### src/pacc_pkg.sv
package pacc_pkg;

    // field widths
    localparam int FREQ_W   = 22;
    localparam int NYQ_W    = 21;
    localparam int SCALE_W  = 24;
    localparam int PHASE_W  = 32;
    localparam int PERIOD_W = 22;
    localparam int CFG_W    = 24;
    localparam int PROD_W   = FREQ_W + SCALE_W;

    // phase accumulator width default
    localparam int PHASE_BITS_DEF = 32;

    // reciprocal: period = 2^RECIP_LOG2 / |f|, one quotient bit per step
    localparam int RECIP_LOG2 = 20;
    localparam int DIV_STEPS  = RECIP_LOG2 + 1;
    localparam int CNT_W      = $clog2(DIV_STEPS);

    localparam logic [PERIOD_W-1:0] PERIOD_MAX = PERIOD_W'(1 << RECIP_LOG2);

    // register reset values
    localparam logic [NYQ_W-1:0]   NYQ_RESET   = NYQ_W'(384000);
    localparam logic [SCALE_W-1:0] SCALE_RESET = SCALE_W'(1431656);

    // register indexes
    typedef logic [0:0] t_cfg_idx;
    localparam t_cfg_idx CFG_NYQUIST    = 1'b0;
    localparam t_cfg_idx CFG_STEP_SCALE = 1'b1;

endpackage

### src/pacc_if.sv
interface pacc_freq_if import pacc_pkg::*; ();
    logic                     valid;
    logic                     ready;
    logic signed [FREQ_W-1:0] frequency;

    modport source (output valid, output frequency, input ready);
    modport sink   (input valid, input frequency, output ready);
endinterface

interface pacc_res_if import pacc_pkg::*; ();
    logic                       valid;
    logic                       ready;
    logic        [PHASE_W-1:0]  phase;
    logic signed [PERIOD_W-1:0] period;
    logic                       zero_frequency;

    modport source (output valid, output phase, output period, output zero_frequency,
                    input ready);
    modport sink   (input valid, input phase, input period, input zero_frequency,
                    output ready);
endinterface

interface pacc_cfg_if import pacc_pkg::*; ();
    logic             valid;
    logic             ready;
    t_cfg_idx         index;
    logic [CFG_W-1:0] data;

    modport source (output valid, output index, output data, input ready);
    modport sink   (input valid, input index, input data, output ready);
endinterface

### src/phase_accumulator_with_period.sv
// Phase accumulator oscillator with period output. Each frequency request (signed, in
// sixteenths of a hertz) is clamped from above to nyquist_limit, multiplied by step_scale
// and shifted right by 8 with floor rounding to give the phase increment; the increment is
// added to a PHASE_BITS-wide accumulator that wraps modulo one turn both ways, and the top
// 32 bits come out as phase. period is 2^20 / f in signed Q6.16 seconds, truncated toward
// zero; a zero frequency gives period +2^20, sets zero_frequency and leaves the phase as is.
// A request is taken in at S_IDLE, S_MUL does the 22x24 multiply, S_DIV forms the reciprocal
// in a radix-2 restoring divider, one quotient bit per cycle, and S_FIN updates the
// accumulator and loads the result register once it is free. The input is not ready while a
// request is in flight; a finished result waits in its own register, so the next request
// can be taken before the previous result is read. Configuration writes are always taken.
module phase_accumulator_with_period
    import pacc_pkg::*;
#(
    parameter int PHASE_BITS = PHASE_BITS_DEF
) (
    input  logic          i_clk,
    input  logic          i_rst_n,
    pacc_cfg_if.sink      i_cfg,
    pacc_freq_if.sink     i_freq,
    pacc_res_if.source    o_res
);

    // increment and output alignment for the chosen accumulator width
    localparam int STEP_RSHIFT = (PHASE_BITS < 40) ? (40 - PHASE_BITS) : 0;
    localparam int STEP_LSHIFT = (PHASE_BITS > 40) ? (PHASE_BITS - 40) : 0;
    localparam int OUT_RSHIFT  = (PHASE_BITS > 32) ? (PHASE_BITS - 32) : 0;
    localparam int OUT_LSHIFT  = (PHASE_BITS < 32) ? (32 - PHASE_BITS) : 0;
    localparam int WIDE_W      = 64;

    typedef enum logic [1:0] {
        S_IDLE,
        S_MUL,
        S_DIV,
        S_FIN
    } t_state;

    t_state r_state;

    // configuration
    logic [NYQ_W-1:0]   r_nyq;
    logic [SCALE_W-1:0] r_scale;

    // request context
    logic [FREQ_W-1:0]  r_mag;      // |clamped frequency|, up to 2^21
    logic               r_neg;
    logic [PROD_W-1:0]  r_prod;

    // divider
    logic [CNT_W-1:0]     r_cnt;
    logic [FREQ_W-1:0]    r_rem;
    logic [DIV_STEPS-1:0] r_quo;

    // accumulator and result register
    logic [PHASE_BITS-1:0] r_acc;
    logic                  r_out_valid;
    logic [PHASE_W-1:0]    r_phase;
    logic [PERIOD_W-1:0]   r_period;
    logic                  r_zero;

    // clamp of the incoming request
    logic signed [FREQ_W:0] w_f_ext;
    logic signed [FREQ_W:0] w_nyq_ext;
    logic signed [FREQ_W:0] w_clamped;
    logic        [FREQ_W:0] w_mag_ext;

    // divider step
    logic              w_div_bit;
    logic [FREQ_W-1:0] w_trial;
    logic              w_fits;

    // write-back
    logic signed [WIDE_W-1:0] w_sprod;
    logic signed [WIDE_W-1:0] w_step;
    logic [PHASE_BITS-1:0]    n_acc;
    logic [WIDE_W-1:0]        w_phase_wide;
    logic [PERIOD_W-1:0]      w_quo_ext;
    logic [PERIOD_W-1:0]      n_period;
    logic                     w_push;

    assign i_cfg.ready  = 1'b1;
    assign i_freq.ready = (r_state == S_IDLE);

    assign o_res.valid          = r_out_valid;
    assign o_res.phase          = r_phase;
    assign o_res.period         = r_period;
    assign o_res.zero_frequency = r_zero;

    // clamp from above only; negative frequencies pass through
    always_comb begin
        w_f_ext   = {i_freq.frequency[FREQ_W-1], i_freq.frequency};
        w_nyq_ext = $signed({2'b00, r_nyq});
        w_clamped = (w_f_ext > w_nyq_ext) ? w_nyq_ext : w_f_ext;
        w_mag_ext = w_clamped[FREQ_W] ? 23'(-w_clamped) : w_clamped;
    end

    // restoring divide of 2^20 by the magnitude, dividend bit 20 first
    always_comb begin
        w_div_bit = (r_cnt == CNT_W'(DIV_STEPS - 1));
        w_trial   = {r_rem[FREQ_W-2:0], w_div_bit};
        w_fits    = (w_trial >= r_mag);
    end

    // increment, floor shift, wrap and output alignment
    always_comb begin
        w_sprod = r_neg ? -$signed(WIDE_W'(r_prod)) : $signed(WIDE_W'(r_prod));
        w_step  = (w_sprod >>> STEP_RSHIFT) <<< STEP_LSHIFT;
        n_acc   = r_acc + w_step[PHASE_BITS-1:0];

        w_phase_wide = (WIDE_W'(n_acc) >> OUT_RSHIFT) << OUT_LSHIFT;

        w_quo_ext = PERIOD_W'(r_quo);
        if (r_mag == '0) begin
            n_period = PERIOD_MAX;
        end else if (r_neg) begin
            n_period = -w_quo_ext;
        end else begin
            n_period = w_quo_ext;
        end

        w_push = (r_state == S_FIN) && (!r_out_valid || o_res.ready);
    end

    always_ff @(posedge i_clk) begin
        if (!i_rst_n) begin
            r_state     <= S_IDLE;
            r_nyq       <= NYQ_RESET;
            r_scale     <= SCALE_RESET;
            r_acc       <= '0;
            r_out_valid <= 1'b0;
        end else begin
            // configuration writes
            if (i_cfg.valid) begin
                unique case (i_cfg.index)
                    CFG_NYQUIST:    r_nyq   <= i_cfg.data[NYQ_W-1:0];
                    CFG_STEP_SCALE: r_scale <= i_cfg.data;
                    default:        ;
                endcase
            end

            // result register drains independently of the sequencer
            if (o_res.ready && !w_push) begin
                r_out_valid <= 1'b0;
            end

            unique case (r_state)
                S_IDLE: begin
                    if (i_freq.valid) begin
                        r_mag   <= w_mag_ext[FREQ_W-1:0];
                        r_neg   <= w_clamped[FREQ_W];
                        r_state <= S_MUL;
                    end
                end
                S_MUL: begin
                    r_prod  <= r_mag * r_scale;
                    r_cnt   <= CNT_W'(DIV_STEPS - 1);
                    r_rem   <= '0;
                    r_quo   <= '0;
                    r_state <= S_DIV;
                end
                S_DIV: begin
                    r_rem <= w_fits ? (w_trial - r_mag) : w_trial;
                    r_quo <= {r_quo[DIV_STEPS-2:0], w_fits};
                    r_cnt <= r_cnt - 1'b1;
                    if (r_cnt == '0) begin
                        r_state <= S_FIN;
                    end
                end
                S_FIN: begin
                    // commit the phase only when the result can be loaded
                    if (w_push) begin
                        r_acc       <= n_acc;
                        r_phase     <= w_phase_wide[PHASE_W-1:0];
                        r_period    <= n_period;
                        r_zero      <= (r_mag == '0);
                        r_out_valid <= 1'b1;
                        r_state     <= S_IDLE;
                    end
                end
                default: r_state <= S_IDLE;
            endcase
        end
    end

    // a zero-frequency result always carries the saturated period
    a_zero_period: assert property (@(posedge i_clk) disable iff (!i_rst_n)
        (o_res.valid && o_res.zero_frequency) |-> (o_res.period == PERIOD_MAX))
        else $error("zero frequency result without saturated period");

    // partial remainder stays below the divisor during the divide
    a_rem_bound: assert property (@(posedge i_clk) disable iff (!i_rst_n)
        (r_state == S_DIV && r_mag != '0) |-> (r_rem < r_mag))
        else $error("divider remainder out of range");

    // the accumulator moves only when a result is loaded
    a_acc_hold: assert property (@(posedge i_clk) disable iff (!i_rst_n)
        !w_push |=> $stable(r_acc))
        else $error("phase accumulator changed without a result");

    // divider always runs its full count before write-back
    a_div_done: assert property (@(posedge i_clk) disable iff (!i_rst_n)
        (r_state == S_DIV && r_cnt != '0) |=> (r_state == S_DIV))
        else $error("divider left early");

endmodule

### src/flat_wrapper.sv
// flat-port wrapper written by rule: the top's interface ports become plain ports
module phase_accumulator_with_period_flat import pacc_pkg::*;
#(
    parameter int PHASE_BITS = PHASE_BITS_DEF
)
  (i_clk, i_rst_n, i_cfg_valid, i_cfg_index, i_cfg_data, i_cfg_ready, i_freq_valid, i_freq_frequency, i_freq_ready, o_res_valid, o_res_phase, o_res_period, o_res_zero_frequency, o_res_ready);
  pacc_cfg_if i_cfg_i ();
  pacc_freq_if i_freq_i ();
  pacc_res_if o_res_i ();
  input  logic i_clk;
  input  logic i_rst_n;
  input wire logic [$bits(i_cfg_i.valid)-1:0] i_cfg_valid;
  input wire logic [$bits(i_cfg_i.index)-1:0] i_cfg_index;
  input wire logic [$bits(i_cfg_i.data)-1:0] i_cfg_data;
  output wire logic [$bits(i_cfg_i.ready)-1:0] i_cfg_ready;
  input wire logic [$bits(i_freq_i.valid)-1:0] i_freq_valid;
  input wire logic [$bits(i_freq_i.frequency)-1:0] i_freq_frequency;
  output wire logic [$bits(i_freq_i.ready)-1:0] i_freq_ready;
  output wire logic [$bits(o_res_i.valid)-1:0] o_res_valid;
  output wire logic [$bits(o_res_i.phase)-1:0] o_res_phase;
  output wire logic [$bits(o_res_i.period)-1:0] o_res_period;
  output wire logic [$bits(o_res_i.zero_frequency)-1:0] o_res_zero_frequency;
  input wire logic [$bits(o_res_i.ready)-1:0] o_res_ready;
  assign i_cfg_i.valid = i_cfg_valid;
  assign i_cfg_i.index = i_cfg_index;
  assign i_cfg_i.data = i_cfg_data;
  assign i_cfg_ready = i_cfg_i.ready;
  assign i_freq_i.valid = i_freq_valid;
  assign i_freq_i.frequency = i_freq_frequency;
  assign i_freq_ready = i_freq_i.ready;
  assign o_res_valid = o_res_i.valid;
  assign o_res_phase = o_res_i.phase;
  assign o_res_period = o_res_i.period;
  assign o_res_zero_frequency = o_res_i.zero_frequency;
  assign o_res_i.ready = o_res_ready;
  phase_accumulator_with_period #(.PHASE_BITS(PHASE_BITS)) u_core (.i_clk(i_clk), .i_rst_n(i_rst_n), .i_cfg(i_cfg_i), .i_freq(i_freq_i), .o_res(o_res_i));
endmodule
### config.mk
export PLATFORM = sky130hd
export DESIGN_NAME = phase_accumulator_with_period_flat
export DESIGN_NICKNAME = d
export VERILOG_FILES = /design/src/pacc_pkg.sv /design/src/pacc_if.sv /design/src/phase_accumulator_with_period.sv /design/src/flat_wrapper.sv
export SDC_FILE = /design/constraint.sdc
export NUM_CORES = 2
export LEC_CHECK = 0
export ABC_AREA = 1
export BUFFER_PORTS_ARGS = -buffer_cell sky130_fd_sc_hd__buf_2
export CORE_UTILIZATION = 40
export DETAILED_ROUTE_END_ITERATION = 10
export PLACE_DENSITY_LB_ADDON = 0.05
export SLEW_MARGIN = 20
export SYNTH_ARGS = -nofsm -noshare
export SYNTH_HDL_FRONTEND = slang
export SYNTH_SLANG_ARGS = --single-unit
### constraint.sdc
create_clock -name i_clk -period 8.4 [get_ports i_clk]
set_input_delay 0.42 -clock i_clk [delete_from_list [all_inputs] [get_ports i_clk]]
set_output_delay 0.42 -clock i_clk [all_outputs]
set_load 0.05 [all_outputs]
==> summary.md <==
| Metric | Value |
|---|---|
| Die area | `between 70,000 and 80,000 µm²` |
| RSZ-0062 raised after global routing | `no` |
| Hold slack | `between 0.06 and 0.07 ns` |
| Post-CTS setup buffer count | `0` |
| Die W | `between 200 and 300 µm` |
| Syn_area_per_cell | `just under 8 µm²` |
| WL final | `approximately 85,000 µm` |
| Most common cell after layout, fill and taps aside | `nand2_1` |
| Synth top area cells | `fa_1, edfxtp_1, nand2_1` |
| Routed Antenna Nets | `0` |
| Aggregate global routing overflow | `0` |
| CP max stage delay | `around 0.81 ns` |
| # hold bufs at CTS | `0` |
| Diode count | `0` |
| Max_slew headroom | `0.2538` |
| Final-report hold violation count | `0` |
| Drt pass-1 iters | `5` |
| Row Count | `approximately 100` |
| Mapped Area | `around 31,000 µm²` |
| Maxcap violations | `0` |
| Data arrival, critical path | `roughly 7.5 ns` |
| Share of the synthesized area in the top cell type | `0.2780` |
| Yosys reg bits | `about 250` |
| Core area | `between 70,000 and 80,000 µm²` |
| Setup crit end kind | `flop` |
| CTS tree | `done` |
| Worst Setup Start Kind | `flop` |
| Crit-path leading delay family | `adder cells` |
| Die H | `~280 µm` |
| Crit-path cells | `buf_4 -> nand2_1 -> fa_1 -> fa_1 -> fa_1 -> inv_1 -> fa_1 -> fa_1 -> fa_1 -> fa_1 -> ha_1 -> nand2_1 -> nor4_1 -> nand3_1 -> nand3_1 -> nand2_1 -> o211ai_1 -> nand3_1 -> nand2_1 -> xor2_1` |
| Layout overhead on the synthesized area | `8.893%` |
| Initial Utilization | `0.4039` |
| Critical Setup Path Class | `flop to flop` |
| Post-route cell area | `between 30,000 and 40,000 µm²` |
| CTS clk-pin slew, worst paths | `approximately 0.06 ns` |
| Status | `completed` |
| Top cell by count, worst path | `fa_1` |
| Sequential cell area fraction in the yosys report | `0.2137` |
| Drt drc | `0` |
| CTS Root Cell | `clkbuf_16` |
| Max H-tree Level | `1` |
| Max-slew violations | `0` |
| Global-route wire length before repair | `138,800 µm` |
| Cts bufs inserted | `30` |
| Clock sinks | `~250` |
| Initial drt markers | `around 1,300` |
| Final setup vio count | `0` |
| Number of synthesis warnings | `0` |
| Synthesized Nets | `4,572` |
| Synth cell types | `44` |
| Worst-Skew Late Latency | `a little over 0.6 ns` |
| Initial antenna violation count | `0` |
| Crit share post-route | `0.8345` |
| Largest net degree at the start of global routing | `56` |
| Buffers & Inverters on Critical Path | `2` |
| Slew @ Worst Pin | `between 1 and 1.5 ns` |
| Setup Total Neg Slack | `0 ns` |
| CP max FO | `15` |
| Placed instance area | `between 30,000 and 40,000 µm²` |
| PortBufs | `around 110` |
| CTS-repair resized insts | `0` |
| Hold Path Class | `input port to flop` |
| Final nets | `roughly 4,600` |
| Routability congestion estimate | `approximately 0.85` |
| F_max | `0.1427 GHz` |
| Vias per cell | `approximately 4.8` |
| Max Root-Sink Buffers | `3` |
| Drt wl/cell | `17.10 µm` |
| Area leader, netlist | `fa_1` |
| Mapped Cells | `3,885` |
| Routed vias | `between 20,000 and 25,000` |
| Worst path slowest cell | `edfxtp_1` |
| Most frequent cells in the layout | `nand2_1, inv_1, fa_1` |
| Layout fillers | `between 7,000 and 8,000` |
| I/O Pins | `110` |
| Final min period | `between 7 and 8 ns` |
| Post-detail-place hpwl | `68,200 µm` |
| Worst Path Required | `between 8 and 9 ns` |
| Share of cells above drive strength 1 | `0.05821` |
| Total global-route track usage | `0.2276` |
| Number of global-route vias before repair | `about 25,000` |
| Clock skew | `between 0.03 and 0.04 ns` |
-- flip-flops by register name, summed over array words and instances (netlist names) --
signal,flops
u_core.r_mag,22
u_core.o_res.zero_frequency,1
u_core.o_res.valid,1
u_core.o_res.phase,32
u_core.r_neg,1
u_core.r_prod,40
u_core.r_acc,32
u_core.r_scale,24
u_core.r_nyq,21
u_core.r_rem,21
u_core.r_state,2
u_core.r_cnt,5
u_core.r_quo,21
u_core.o_res.period,22
-- worst paths after layout --
path / slack [ns] / from / cells after the start / endpoint
worst max-delay path: 1.39 / u_core.r_mag[8] / 20 / u_core.r_prod[36]
worst max register to register: 1.39 / u_core.r_mag[8] / 20 / u_core.r_prod[36]
worst min-delay path: 0.06 / i_cfg_data[16] / 3 / u_core.r_scale[16]
worst min register to register: 0.50 / u_core.r_scale[13] / 2 / u_core.r_scale[13]
-- worst min-delay path, delay by kind of cell --
family                 cells  cell delay, ns
buffers and inverters      1            0.09
and+or+nand+nor            2            0.10
-- logic make-up after synthesis --
| family | Yosys count | synth area share |
|---|---|---|
| fa+ha+maj | 635 | 0.3633 |
| compound gates | 376 | 0.06739 |
| other cells | 1 | 0.0001223 |
| xor+xnor | 132 | 0.03769 |
| flops | 245 | 0.2137 |
| simple gates | 1403 | 0.1827 |
| buf+inv | 1093 | 0.1351 |
-- per-layer routing --
layer  global-route usage  routed length (µm)  up-vias
met5                    0                   0        -
met4              0.04706                1687        0
met1               0.3079               39600    11550
met2               0.3939               40890      416
li1                     -                   -    11770
met3              0.02301                3020      102
-- final cells by class --
cell class / instances / area (µm²) / share of cell area
Inverter: 935 / 3511 / 0.1051
Clock buffer: 46 / 850.8 / 0.02547
Timing Repair Buffer: 168 / 998.5 / 0.02989
Sequential cell: 245 / 6556 / 0.1963
Clock inverter: 10 / 201.4 / 0.006031
Tap cell: 1030 / 1289 / 0.03858
Multi-Input combinational cell: 2547 / 19990 / 0.5986
-- Yosys cell counts, drive strengths merged --
master and count:
nand2 962, inv 934, fa 426, nor2 246, ha 209, edfxtp 165
o21ai 157, a21oi 147, clkbuf 141, nand3 109, xor2 89, dfxtp 80
xnor2 43, nor3 36, nand4 25, nor4 18, a21o 17, buf 17
a31oi 13, o21bai 12, o211ai 11, a221oi 4, nand3b 4, o221ai 3
o31ai 3, a211oi 2, o211a 2, or2 2, a21boi 1, a311oi 1
a31o 1, and2 1, clkinv 1, conb 1, o2111ai 1, o21a 1
-- stage by stage --
stage               setup WS (ns)  cells  utilization
floorplan                   2.229   3885            -
global placement            1.298   4924       0.4257
detailed placement          1.316   4924       0.4257
CTS                         1.324   4980       0.4396
global route                1.000   4981       0.4398
finish                      1.390   4981       0.4398
Power is not shown: default switching activity piles up to over one toggle a cycle in this logic, so the estimate is an artifact.
